==> src/eoe_tx_frame_fragmenter_assert.svh <==
// assertion macros for the eoe transmit fragmenter
// used by modules that check their own logic; needs clk and rst in scope
`ifndef EOE_TX_FRAME_FRAGMENTER_ASSERT_SVH
`define EOE_TX_FRAME_FRAGMENTER_ASSERT_SVH

// same-cycle implication, disabled during reset
`define EOEFRAG_ASSERT_IMP(label, ante, cons) \
  label: assert property (@(posedge clk) disable iff (rst) (ante) |-> (cons)) \
    else $error("eoefrag assertion failed");

// next-cycle implication, disabled during reset
`define EOEFRAG_ASSERT_NXT(label, ante, cons) \
  label: assert property (@(posedge clk) disable iff (rst) (ante) |=> (cons)) \
    else $error("eoefrag assertion failed");

`endif

==> src/eoefrag_pkg.sv <==
// shared types and constants of the eoe transmit fragmenter
// no dependencies
package eoefrag_pkg;

  localparam int LEN_W               = 11;
  localparam int HEADER_BYTES        = 4;
  localparam int OFFSET_SHIFT        = 5;   // offset unit of 32 bytes
  localparam int PHASE_W             = 3;
  localparam int DEF_MAX_FRAME_BYTES = 1518;
  localparam int DEF_QUEUE_DEPTH     = 4;

  localparam logic [LEN_W-1:0] DEF_MAX_FRAGMENT = 11'd132;
  localparam logic [LEN_W-1:0] MIN_FRAGMENT     = 11'd5;
  localparam logic [7:0]       HDR_BYTE0        = 8'h00;
  localparam logic [7:0]       LAST_FRAG_FLAG   = 8'h80;
  localparam logic [5:0]       INDEX_MASK       = 6'h3F;

  typedef struct packed {
    logic [7:0]       data;
    logic             has_header;
    logic [7:0]       hdr1;
    logic [7:0]       hdr2;
    logic [7:0]       hdr3;
    logic [LEN_W-1:0] frag_len;
    logic             frag_end;
    logic             frame_end;
    logic             rejected;
  } cmd_t;

endpackage

==> src/eoefrag_in_if.sv <==
// input channel of the fragmenter: frame bytes with start flag and length
// depends on nothing
interface eoefrag_in_if;
  logic        valid;
  logic        ready;
  logic [7:0]  in_byte;
  logic        start_of_frame;
  logic [10:0] frame_length;

  modport source (output valid, in_byte, start_of_frame, frame_length, input ready);
  modport sink (input valid, in_byte, start_of_frame, frame_length, output ready);
endinterface

==> src/eoefrag_out_if.sv <==
// output channel of the fragmenter: header and payload bytes with markers
// depends on nothing
interface eoefrag_out_if;
  logic        valid;
  logic        ready;
  logic [7:0]  out_byte;
  logic        is_header;
  logic [10:0] fragment_length;
  logic        fragment_end;
  logic        frame_end;
  logic        rejected;
  logic        run_last;

  modport source (output valid, out_byte, is_header, fragment_length, fragment_end,
                  frame_end, rejected, run_last, input ready);
  modport sink (input valid, out_byte, is_header, fragment_length, fragment_end,
                frame_end, rejected, run_last, output ready);
endinterface

==> src/eoefrag_front.sv <==
// front end: accepts frame bytes, tracks frame and fragment state, builds commands
// depends on eoefrag_pkg and eoefrag_in_if
module eoefrag_front #(
  parameter int MAX_FRAME_BYTES = eoefrag_pkg::DEF_MAX_FRAME_BYTES
) (
  input  logic                           clk,
  input  logic                           rst,
  eoefrag_in_if.sink                     in_ch,
  input  logic                           cfg_we,
  input  logic [eoefrag_pkg::LEN_W-1:0]  cfg_data,
  input  logic                           q_ready,
  output logic                           push,
  output eoefrag_pkg::cmd_t              push_cmd
);

  localparam int LW = eoefrag_pkg::LEN_W;

  logic [LW-1:0] max_fragment_bytes;
  logic [LW-1:0] byte_offset, byte_offset_next;
  logic [LW-1:0] bytes_left_in_frame, bytes_left_in_frame_next;
  logic [LW-1:0] bytes_left_in_fragment, bytes_left_in_fragment_next;
  logic [5:0]    fragment_index, fragment_index_next;
  logic [1:0]    frame_counter, frame_counter_next;
  logic          dropping_frame, dropping_frame_next;
  logic [LW-1:0] fragment_bytes, fragment_bytes_next;

  logic          accept, sof, bad_len, active, new_frag, last;
  logic [LW-1:0] eff_left, eff_frag_left, eff_offset, eff_m, cap, pay;
  logic [LW-1:0] frag_base, cur_len;
  logic [5:0]    eff_index;
  logic [1:0]    eff_counter;

  assign in_ch.ready = q_ready;
  assign accept      = in_ch.valid && q_ready;
  assign sof         = in_ch.start_of_frame;
  assign bad_len     = (in_ch.frame_length == '0) ||
                       (in_ch.frame_length > LW'(MAX_FRAME_BYTES));

  always_comb begin
    eff_left      = sof ? in_ch.frame_length : bytes_left_in_frame;
    eff_frag_left = sof ? '0 : bytes_left_in_fragment;
    eff_offset    = sof ? '0 : byte_offset;
    eff_index     = sof ? '0 : fragment_index;
    eff_counter   = sof ? frame_counter + 2'd1 : frame_counter;
    active        = sof || (!dropping_frame && bytes_left_in_frame != '0);
    new_frag      = (eff_frag_left == '0);
    eff_m         = (max_fragment_bytes < eoefrag_pkg::MIN_FRAGMENT) ?
                    eoefrag_pkg::MIN_FRAGMENT : max_fragment_bytes;
    cap           = eff_m - LW'(eoefrag_pkg::HEADER_BYTES);
    pay           = (eff_left < cap) ? eff_left : cap;
    last          = (pay == eff_left);
    cur_len       = new_frag ? pay + LW'(eoefrag_pkg::HEADER_BYTES) : fragment_bytes;
    frag_base     = new_frag ? pay : eff_frag_left;

    push_cmd.data       = in_ch.in_byte;
    push_cmd.has_header = new_frag;
    push_cmd.hdr1       = (last ? eoefrag_pkg::LAST_FRAG_FLAG : 8'h00) |
                          {2'b00, eff_index & eoefrag_pkg::INDEX_MASK};
    push_cmd.hdr2       = 8'(eff_offset >> eoefrag_pkg::OFFSET_SHIFT);
    push_cmd.hdr3       = {eff_counter,
                           6'(eff_offset >> (eoefrag_pkg::OFFSET_SHIFT + 8))};
    push_cmd.frag_len   = cur_len;
    push_cmd.frag_end   = (frag_base - LW'(1)) == '0;
    push_cmd.frame_end  = (eff_left - LW'(1)) == '0;
    push_cmd.rejected   = 1'b0;

    byte_offset_next            = byte_offset;
    bytes_left_in_frame_next    = bytes_left_in_frame;
    bytes_left_in_fragment_next = bytes_left_in_fragment;
    fragment_index_next         = fragment_index;
    frame_counter_next          = frame_counter;
    dropping_frame_next         = dropping_frame;
    fragment_bytes_next         = fragment_bytes;
    push                        = 1'b0;

    if (accept) begin
      if (sof && bad_len) begin
        push_cmd                    = '0;
        push_cmd.rejected           = 1'b1;
        push                        = 1'b1;
        dropping_frame_next         = 1'b1;
        bytes_left_in_frame_next    = '0;
        bytes_left_in_fragment_next = '0;
      end else if (active) begin
        push                        = 1'b1;
        dropping_frame_next         = 1'b0;
        frame_counter_next          = eff_counter;
        byte_offset_next            = eff_offset + LW'(1);
        bytes_left_in_frame_next    = eff_left - LW'(1);
        bytes_left_in_fragment_next = frag_base - LW'(1);
        fragment_index_next         = new_frag ? eff_index + 6'd1 : eff_index;
        fragment_bytes_next         = cur_len;
      end
    end
  end

  always_ff @(posedge clk) begin
    if (rst) begin
      max_fragment_bytes     <= eoefrag_pkg::DEF_MAX_FRAGMENT;
      byte_offset            <= '0;
      bytes_left_in_frame    <= '0;
      bytes_left_in_fragment <= '0;
      fragment_index         <= '0;
      frame_counter          <= '0;
      dropping_frame         <= 1'b0;
      fragment_bytes         <= '0;
    end else begin
      if (cfg_we) begin
        max_fragment_bytes <= cfg_data;
      end
      byte_offset            <= byte_offset_next;
      bytes_left_in_frame    <= bytes_left_in_frame_next;
      bytes_left_in_fragment <= bytes_left_in_fragment_next;
      fragment_index         <= fragment_index_next;
      frame_counter          <= frame_counter_next;
      dropping_frame         <= dropping_frame_next;
      fragment_bytes         <= fragment_bytes_next;
    end
  end

endmodule

==> src/eoefrag_queue.sv <==
// short command queue between front and back end
// depends on eoefrag_pkg
module eoefrag_queue #(
  parameter int DEPTH = eoefrag_pkg::DEF_QUEUE_DEPTH
) (
  input  logic              clk,
  input  logic              rst,
  input  logic              push,
  input  eoefrag_pkg::cmd_t push_cmd,
  output logic              q_ready,
  output logic              q_valid,
  output eoefrag_pkg::cmd_t q_cmd,
  input  logic              pop
);

  localparam int PTR_W = (DEPTH > 1) ? $clog2(DEPTH) : 1;
  localparam int CNT_W = $clog2(DEPTH + 1);

  eoefrag_pkg::cmd_t entries [DEPTH];
  logic [PTR_W-1:0]  wr_ptr, rd_ptr;
  logic [CNT_W-1:0]  count;
  logic              do_push, do_pop;

  assign q_ready = (count != CNT_W'(DEPTH));
  assign q_valid = (count != '0);
  assign q_cmd   = entries[rd_ptr];
  assign do_push = push && q_ready;
  assign do_pop  = pop && q_valid;

  always_ff @(posedge clk) begin
    if (do_push) begin
      entries[wr_ptr] <= push_cmd;
    end
  end

  always_ff @(posedge clk) begin
    if (rst) begin
      wr_ptr <= '0;
      rd_ptr <= '0;
      count  <= '0;
    end else begin
      if (do_push) begin
        wr_ptr <= (wr_ptr == PTR_W'(DEPTH - 1)) ? '0 : wr_ptr + PTR_W'(1);
      end
      if (do_pop) begin
        rd_ptr <= (rd_ptr == PTR_W'(DEPTH - 1)) ? '0 : rd_ptr + PTR_W'(1);
      end
      if (do_push && !do_pop) begin
        count <= count + CNT_W'(1);
      end else if (do_pop && !do_push) begin
        count <= count - CNT_W'(1);
      end
    end
  end

endmodule

==> src/eoefrag_back.sv <==
// back end: expands commands into header and payload bytes, output register
// depends on eoefrag_pkg, eoefrag_out_if and the assertion macro header
`include "eoe_tx_frame_fragmenter_assert.svh"

module eoefrag_back (
  input  logic              clk,
  input  logic              rst,
  input  logic              q_valid,
  input  eoefrag_pkg::cmd_t q_cmd,
  output logic              pop,
  eoefrag_out_if.source     out_ch
);

  localparam int PW = eoefrag_pkg::PHASE_W;
  localparam int LW = eoefrag_pkg::LEN_W;

  logic [PW-1:0] phase, phase_next;
  logic          load, emit;
  logic [7:0]    e_byte, hdr_byte;
  logic          e_hdr, e_fend, e_frend, e_rej, e_last;
  logic [LW-1:0] e_len;

  logic          valid;
  logic [7:0]    out_byte;
  logic          is_header, fragment_end, frame_end, rejected, run_last;
  logic [LW-1:0] fragment_length;

  assign load = !valid || out_ch.ready;
  assign emit = load && q_valid;

  always_comb begin
    case (phase[1:0])
      2'd0:    hdr_byte = eoefrag_pkg::HDR_BYTE0;
      2'd1:    hdr_byte = q_cmd.hdr1;
      2'd2:    hdr_byte = q_cmd.hdr2;
      default: hdr_byte = q_cmd.hdr3;
    endcase

    e_byte     = q_cmd.data;
    e_hdr      = 1'b0;
    e_len      = q_cmd.frag_len;
    e_fend     = q_cmd.frag_end;
    e_frend    = q_cmd.frame_end;
    e_rej      = 1'b0;
    e_last     = 1'b1;
    pop        = emit;
    phase_next = '0;

    if (q_cmd.rejected) begin
      e_byte  = '0;
      e_len   = '0;
      e_fend  = 1'b0;
      e_frend = 1'b0;
      e_rej   = 1'b1;
    end else if (q_cmd.has_header && phase != PW'(eoefrag_pkg::HEADER_BYTES)) begin
      e_byte     = hdr_byte;
      e_hdr      = 1'b1;
      e_fend     = 1'b0;
      e_frend    = 1'b0;
      e_last     = 1'b0;
      pop        = 1'b0;
      phase_next = phase + PW'(1);
    end
  end

  always_ff @(posedge clk) begin
    if (rst) begin
      valid <= 1'b0;
      phase <= '0;
    end else if (load) begin
      valid <= q_valid;
      if (q_valid) begin
        phase <= phase_next;
      end
    end
  end

  always_ff @(posedge clk) begin
    if (emit) begin
      out_byte        <= e_byte;
      is_header       <= e_hdr;
      fragment_length <= e_len;
      fragment_end    <= e_fend;
      frame_end       <= e_frend;
      rejected        <= e_rej;
      run_last        <= e_last;
    end
  end

  assign out_ch.valid           = valid;
  assign out_ch.out_byte        = out_byte;
  assign out_ch.is_header       = is_header;
  assign out_ch.fragment_length = fragment_length;
  assign out_ch.fragment_end    = fragment_end;
  assign out_ch.frame_end       = frame_end;
  assign out_ch.rejected        = rejected;
  assign out_ch.run_last        = run_last;

  `EOEFRAG_ASSERT_IMP(a_hdr_holds_item, phase != '0, q_valid)
  `EOEFRAG_ASSERT_IMP(a_rej_single, valid && rejected, run_last && !is_header)
  `EOEFRAG_ASSERT_IMP(a_hdr_no_end, valid && is_header, !fragment_end && !frame_end && !run_last)
  `EOEFRAG_ASSERT_NXT(a_hdr_then_next, emit && e_hdr, phase == $past(phase) + PW'(1))

endmodule

==> src/eoe_tx_frame_fragmenter.sv <==
// eoe transmit frame fragmenter, top level
// depends on eoefrag_pkg, both channel interfaces, front, queue and back modules
//
// in_ch carries frame bytes; start_of_frame marks the first byte and frame_length
// gives the frame size. out_ch carries the fragment stream: for each fragment four
// header bytes (is_header high) and then the payload bytes, with fragment_end and
// frame_end on the last bytes; a frame of length 0 or above MAX_FRAME_BYTES gives a
// single item with rejected high and its bytes are dropped. run_last marks the last
// output item caused by an input item. cfg_we/cfg_data write max_fragment_bytes
// (header included, values below 5 act as 5); the user must write it only while the
// block is idle, which the block itself does not enforce. throughput: one input item
// per cycle inside a fragment while the queue has room; an item that opens a
// fragment holds the output register for four header items and its payload item, and
// the register emits one item per cycle while the receiver is ready. the command
// queue (QUEUE_DEPTH entries) absorbs the header bursts, so input is held off only
// once the queue fills. when the receiver stalls, the output register holds its item
// and the queue fills, then in_ch.ready drops.
// reset clears all frame state, empties the queue and loads max_fragment_bytes = 132.
module eoe_tx_frame_fragmenter #(
  parameter int MAX_FRAME_BYTES = eoefrag_pkg::DEF_MAX_FRAME_BYTES,
  parameter int QUEUE_DEPTH     = eoefrag_pkg::DEF_QUEUE_DEPTH
) (
  input  logic                          clk,
  input  logic                          rst,
  eoefrag_in_if.sink                    in_ch,
  eoefrag_out_if.source                 out_ch,
  input  logic                          cfg_we,
  input  logic [eoefrag_pkg::LEN_W-1:0] cfg_data
);

  logic              push, q_ready, q_valid, pop;
  eoefrag_pkg::cmd_t push_cmd, q_cmd;

  eoefrag_front #(
    .MAX_FRAME_BYTES (MAX_FRAME_BYTES)
  ) u_front (
    .clk      (clk),
    .rst      (rst),
    .in_ch    (in_ch),
    .cfg_we   (cfg_we),
    .cfg_data (cfg_data),
    .q_ready  (q_ready),
    .push     (push),
    .push_cmd (push_cmd)
  );

  eoefrag_queue #(
    .DEPTH (QUEUE_DEPTH)
  ) u_queue (
    .clk      (clk),
    .rst      (rst),
    .push     (push),
    .push_cmd (push_cmd),
    .q_ready  (q_ready),
    .q_valid  (q_valid),
    .q_cmd    (q_cmd),
    .pop      (pop)
  );

  eoefrag_back u_back (
    .clk     (clk),
    .rst     (rst),
    .q_valid (q_valid),
    .q_cmd   (q_cmd),
    .pop     (pop),
    .out_ch  (out_ch)
  );

endmodule
==> src/flat_wrapper.sv <==
// flat-port wrapper written by rule: the top's interface ports become plain ports
module eoe_tx_frame_fragmenter_flat 
#(
  parameter int MAX_FRAME_BYTES = eoefrag_pkg::DEF_MAX_FRAME_BYTES,
  parameter int QUEUE_DEPTH     = eoefrag_pkg::DEF_QUEUE_DEPTH
)
  (clk, rst, cfg_we, cfg_data, in_ch_valid, in_ch_in_byte, in_ch_start_of_frame, in_ch_frame_length, in_ch_ready, out_ch_valid, out_ch_out_byte, out_ch_is_header, out_ch_fragment_length, out_ch_fragment_end, out_ch_frame_end, out_ch_rejected, out_ch_run_last, out_ch_ready);
  eoefrag_in_if in_ch_i ();
  eoefrag_out_if out_ch_i ();
  input  logic clk;
  input  logic rst;
  input  logic cfg_we;
  input  logic [eoefrag_pkg::LEN_W-1:0] cfg_data;
  input wire logic [$bits(in_ch_i.valid)-1:0] in_ch_valid;
  input wire logic [$bits(in_ch_i.in_byte)-1:0] in_ch_in_byte;
  input wire logic [$bits(in_ch_i.start_of_frame)-1:0] in_ch_start_of_frame;
  input wire logic [$bits(in_ch_i.frame_length)-1:0] in_ch_frame_length;
  output wire logic [$bits(in_ch_i.ready)-1:0] in_ch_ready;
  output wire logic [$bits(out_ch_i.valid)-1:0] out_ch_valid;
  output wire logic [$bits(out_ch_i.out_byte)-1:0] out_ch_out_byte;
  output wire logic [$bits(out_ch_i.is_header)-1:0] out_ch_is_header;
  output wire logic [$bits(out_ch_i.fragment_length)-1:0] out_ch_fragment_length;
  output wire logic [$bits(out_ch_i.fragment_end)-1:0] out_ch_fragment_end;
  output wire logic [$bits(out_ch_i.frame_end)-1:0] out_ch_frame_end;
  output wire logic [$bits(out_ch_i.rejected)-1:0] out_ch_rejected;
  output wire logic [$bits(out_ch_i.run_last)-1:0] out_ch_run_last;
  input wire logic [$bits(out_ch_i.ready)-1:0] out_ch_ready;
  assign in_ch_i.valid = in_ch_valid;
  assign in_ch_i.in_byte = in_ch_in_byte;
  assign in_ch_i.start_of_frame = in_ch_start_of_frame;
  assign in_ch_i.frame_length = in_ch_frame_length;
  assign in_ch_ready = in_ch_i.ready;
  assign out_ch_valid = out_ch_i.valid;
  assign out_ch_out_byte = out_ch_i.out_byte;
  assign out_ch_is_header = out_ch_i.is_header;
  assign out_ch_fragment_length = out_ch_i.fragment_length;
  assign out_ch_fragment_end = out_ch_i.fragment_end;
  assign out_ch_frame_end = out_ch_i.frame_end;
  assign out_ch_rejected = out_ch_i.rejected;
  assign out_ch_run_last = out_ch_i.run_last;
  assign out_ch_i.ready = out_ch_ready;
  eoe_tx_frame_fragmenter #(.MAX_FRAME_BYTES(MAX_FRAME_BYTES), .QUEUE_DEPTH(QUEUE_DEPTH)) u_core (.clk(clk), .rst(rst), .in_ch(in_ch_i), .out_ch(out_ch_i), .cfg_we(cfg_we), .cfg_data(cfg_data));
endmodule
==> config.mk <==
export PLATFORM = sky130hd
export DESIGN_NAME = eoe_tx_frame_fragmenter_flat
export DESIGN_NICKNAME = d
export VERILOG_FILES = /design/src/eoefrag_pkg.sv /design/src/eoefrag_in_if.sv /design/src/eoefrag_out_if.sv /design/src/eoefrag_front.sv /design/src/eoefrag_queue.sv /design/src/eoefrag_back.sv /design/src/eoe_tx_frame_fragmenter.sv /design/src/flat_wrapper.sv
export VERILOG_INCLUDE_DIRS = /design/src /design/src/src
export SDC_FILE = /design/constraint.sdc
export NUM_CORES = 1
export LEC_CHECK = 0
export BUFFER_PORTS_ARGS = -buffer_cell sky130_fd_sc_hd__buf_4
export CAP_MARGIN = 5
export CELL_PAD_IN_SITES_DETAIL_PLACEMENT = 0
export CELL_PAD_IN_SITES_GLOBAL_PLACEMENT = 1
export CORE_ASPECT_RATIO = 1.25
export CORE_MARGIN = 2
export CORE_UTILIZATION = 45
export DETAILED_ROUTE_END_ITERATION = 12
export HOLD_SLACK_MARGIN = 0.02
export PLACE_DENSITY = 0.82
export SYNTH_ARGS = -nofsm -noshare
export SYNTH_HDL_FRONTEND = slang
export SYNTH_SLANG_ARGS = --single-unit
==> constraint.sdc <==
create_clock -name clk -period 5 [get_ports clk]
set_clock_uncertainty 0.15 [all_clocks]
set_input_delay 0.75 -clock clk [delete_from_list [all_inputs] [get_ports clk]]
set_output_delay 0.75 -clock clk [all_outputs]
set_load 0.01 [all_outputs]
==> impl_results.md <==
* Status: complete, no violations
* Critical path data arrival time at slightly below 5000 ps
* Routed vias at 7936
* Die extent in y at 185 um
* Clock Tree Root: clkbuf_16
* Crit path capture type: flip-flop
* Fin crit share at between 90% and 100%
* Worst-path clk slew at 60 ps
* Clk_lat worst skew at 520 ps
* Vias in the first global route at 7958
* Final setup fails at 0
* Initial Util at 45.5%
* Post-place setup slack at about 28 ps
* Max layer used: met4
* Crit path largest cell delay at 460 ps
* Worst Path Max Fanout at 6
* Seq cells post-synth at between 200 and 300
* Num CTS Buffers at 25
* Post-synth cell types at 71
* Crit-path cells: nor4_2, a21oi_2, ha_1, ha_1, a21o_1, a21oi_1, o21ai_0, o221a_2, o2111a_2, nor2_1, a21oi_1, nand2_1, o21ai_1, inv_1, ha_1, o311ai_0, nor4_1, xor2_1, nor4_4
* Die footprint at 27400 um^2
* DR DRC count at 0
* Post-synth top area share at 45.0%
* Met3 wire length at 1080 um
* Cell internal pwr at 5010 uW
* Hold Fails Final Rpt at 0
* Wire length on met1 at 11400 um
* First-iteration detailed-routing DRC count at 532
* Antenna Cells at 0
* Clock Sink Count at 253
* NetSw at 2430 uW
* Max Slew Vio Count at 0
* Reg2reg path depth at 19
* H-tree levels at 1
* FFs w/ async S/R, synth at 0%
* P per Cell Area at 539 nW/um^2
* Maxcap violations at 0
* Minimum clock period at 4670 ps
* Initial antenna violation count at 0
* Die W at 149 um
* WHS Path Cells at 3
* Number of enable flip-flop cells after synthesis at 176
* Share of post-route cells with drive strength above 1 at 21.4%
* Routed Antenna Nets at 0
* Routed length per placed instance at 18.9 um
* WP depth at 19
* Combinational share of power at 34.7%
* P_leak at 0.00495 uW
* GP Congestion at 0.933
* Area Overhead vs Synth at 17.3%
* Area of the core at 25800 um^2
* Synth warn at 0
* Peak Freq at around 210 MHz
* Drt pass-1 iters at 4
* Share of power burned in registers at 39.9%
* Main synth FF type: edfxtp_1
* Largest cells by area after synthesis: edfxtp_1 (45%), dfxtp_1 (13%), mux4_2 (7.3%)
* Sw Share at 32.7%
* Row Count at between 60 and 70
* Worst EP required at just over 5000 ps
* Hold Crit Class: in -> reg
* Largest net degree at the start of global routing at 53
* Critical path class: reg -> reg
* Clock Path Buffers at 3
* Worst-path cell with the longest stage delay: ha_1
* Met2 WL post-DR at 13400 um
* CTS tree: built
* Worst path most repeated cell: ha_1
* Mapped cell area at 11800 um^2
* Crit path max-delay family: compound AO/OA/AOI/OAI gates
* Global-route usage over all layers at between 10% and 20%
* Slew headroom at approximately half
* Startpoint Class: flip-flop
* Syn Inst Count at 953
* RSZ-0062 raised after global routing: false
* Post-CTS Hold Fix Bufs at 0
* Final setup margin at approximately 330 ps
* Register area share after synthesis at 58.1%
* Hold WS at approximately 300 ps
* Cell accounting for the most synthesized area: edfxtp_1
* CP Buf/Inv Count at 1
* Post-Syn Nets at between 1000 and 1500
* Vias per inst at ~5.7
* I/O Pins at 62
* Final setup TNS at 0 ps
* Part of the power in the clock network at 25.5%
* Peak VDD IR at 0.314 mV
* PortBufs at 61
* NumNets Final at around 1100
* Final HPWL DP at 17900 um
* Worst Max-Slew Pin Slew at 737 ps
* Mean area per synthesized cell at between 10 and 15 um^2
* First-pass GRT wire length at 42600 um
* Final WL at 26500 um
* GRT Residual Overflow at 0
[cell type report]
cell class / count / area [um^2]
Fill cell: 2205 / 12100
Sequential cell: 253 / 6830
Multi-Input combinational cell: 619 / 4670
Timing Repair Buffer: 114 / 906
Clock buffer: 29 / 671
Tap cell: 340 / 425
Clock inverter: 17 / 171
Inverter: 31 / 116
[worst paths after layout]
| path | start | end | slack, ps |
|---|---|---|---|
| worst max register to register | u_core.u_front.max_fragment_bytes[3]$_SDFFE_PP0P_ | u_core.u_queue.entries[0][2]$_DFFE_PP_ | 330 |
| worst max-delay path | u_core.u_front.max_fragment_bytes[3]$_SDFFE_PP0P_ | u_core.u_queue.entries[0][2]$_DFFE_PP_ | 330 |
| worst min register to register | u_core.u_front.fragment_bytes[1]$_SDFFE_PP0P_ | u_core.u_front.fragment_bytes[1]$_SDFFE_PP0P_ | 300 |
| worst min-delay path | cfg_data[2] | u_core.u_front.max_fragment_bytes[2]$_SDFFE_PP1P_ | 290 |
[worst register-to-register path: cells and delay by family (launching register included)]
kind	cells	cell delay (ps)
buffers and inverters	1	130
AO/OA/AOI/OAI	9	1400
adder cells (fa/ha/maj)	3	970
AND/OR/NAND/NOR	5	1290
flip-flops	1	350
XOR/XNOR	1	170
[per-layer routing]
metal	global-route usage, %	vias to the layer above
met5	0	-
met4	5.90	0
met3	2.50	53
met2	34.4	193
met1	25.4	3923
li1	-	3767
[cells in the mapped netlist (all sizes together) (18+ instances only)]
cell type,count
edfxtp,176
nor2,93
dfxtp,77
nand2,68
a21oi,41
mux4,38
nor2b,35
clkbuf,32
inv,31
nand3,30
xnor2,30
mux2i,29
o21ai,28
ha,24
a211oi,22
buf,18
[cell families (layout without fill, tap and decap cells)]
kind of cell	count (synthesis)	in the layout	share of synthesized area, %
buffers and inverters	81	191	2.79
AOI/OAI and AO/OA	166	166	9.58
and+or+nand+nor	308	308	12.9
adders and majority gates	26	26	2.81
xor gates and xnor gates	48	48	3.69
muxes	71	71	10.1
DFF	253	253	58.1
[state kept, by name, indices dropped and copies added, names as in the netlist, 2 cells and up, named ones only]
| name | count |
|---|---|
| u_core.u_queue.entries | 152 |
| u_core.u_back.out_ch.fragment_length | 11 |
| u_core.u_front.byte_offset | 11 |
| u_core.u_front.bytes_left_in_fragment | 11 |
| u_core.u_front.bytes_left_in_frame | 11 |
| u_core.u_front.fragment_bytes | 11 |
| u_core.u_front.max_fragment_bytes | 11 |
| u_core.u_back.out_ch.out_byte | 8 |
| u_core.u_front.fragment_index | 6 |
| u_core.u_back.phase | 3 |
| u_core.u_queue.count | 3 |
| u_core.u_front.frame_counter | 2 |
| u_core.u_queue.rd_ptr | 2 |
| u_core.u_queue.wr_ptr | 2 |
[timing repair]
action / CTS / global route
pin swaps: 0 / 4
cloned: 0 / 0
gates resized for setup: 1 / 8
buffers inserted: 0 / 1
setup endpoints to repair: 4 / 26
[power by group through the flow]
| stage | logic, uW | registers [uW] | clock network [uW] |
|---|---|---|---|
| detailed placement | 2540 | 3010 | 0 |
| global placement | 2510 | 2990 | 0 |
| global route | 2840 | 3000 | 2020 |
| floorplan | 1670 | 3020 | 0 |
| CTS | 2570 | 2970 | 1930 |
| finish | 2580 | 2970 | 1890 |
[cells in the final DEF (no fill, tap or decap), types with 4 or more instances in the layout]
cell / synthesis / routed
xnor2_1: 30 / 30
o21ai_0: 24 / 24
and2_2: 0 / 4
a31oi_1: 11 / 10
and2_1: 11 / 7
a32oi_1: 5 / 5
buf_12: 0 / 4
and3_1: 5 / 5
or3_1: 6 / 6
mux4_2: 38 / 38
buf_4: 1 / 110
edfxtp_1: 176 / 176
ha_1: 24 / 23
xor2_1: 17 / 17
nand4_1: 11 / 11
nand2_1: 68 / 68
nand3_1: 30 / 30
a22oi_1: 17 / 17
nor3_1: 16 / 16
a211oi_1: 21 / 19
dfxtp_1: 77 / 75
inv_1: 31 / 31
mux2i_1: 29 / 26
nor2_1: 93 / 92
nor2b_1: 35 / 35
nor4_1: 15 / 13
a32o_1: 4 / 4
a21oi_1: 41 / 40
clkbuf_16: 0 / 25
mux2_2: 4 / 4
clkinv_2: 0 / 5
clkinv_1: 0 / 4
o22ai_1: 7 / 7
[per-stage QoR]
stage               area (um^2)  total power (uW)  util, %  instances
floorplan                 11800              4700        -        953
global placement          12900              5500     49.9       1356
detailed placement        12900              5550     49.9       1356
CTS                       13700              7470     53.2       1402
global route              13800              7870     53.3       1403
finish                    13800              7440     53.3       1403
(Power assumes the default switching activity.)
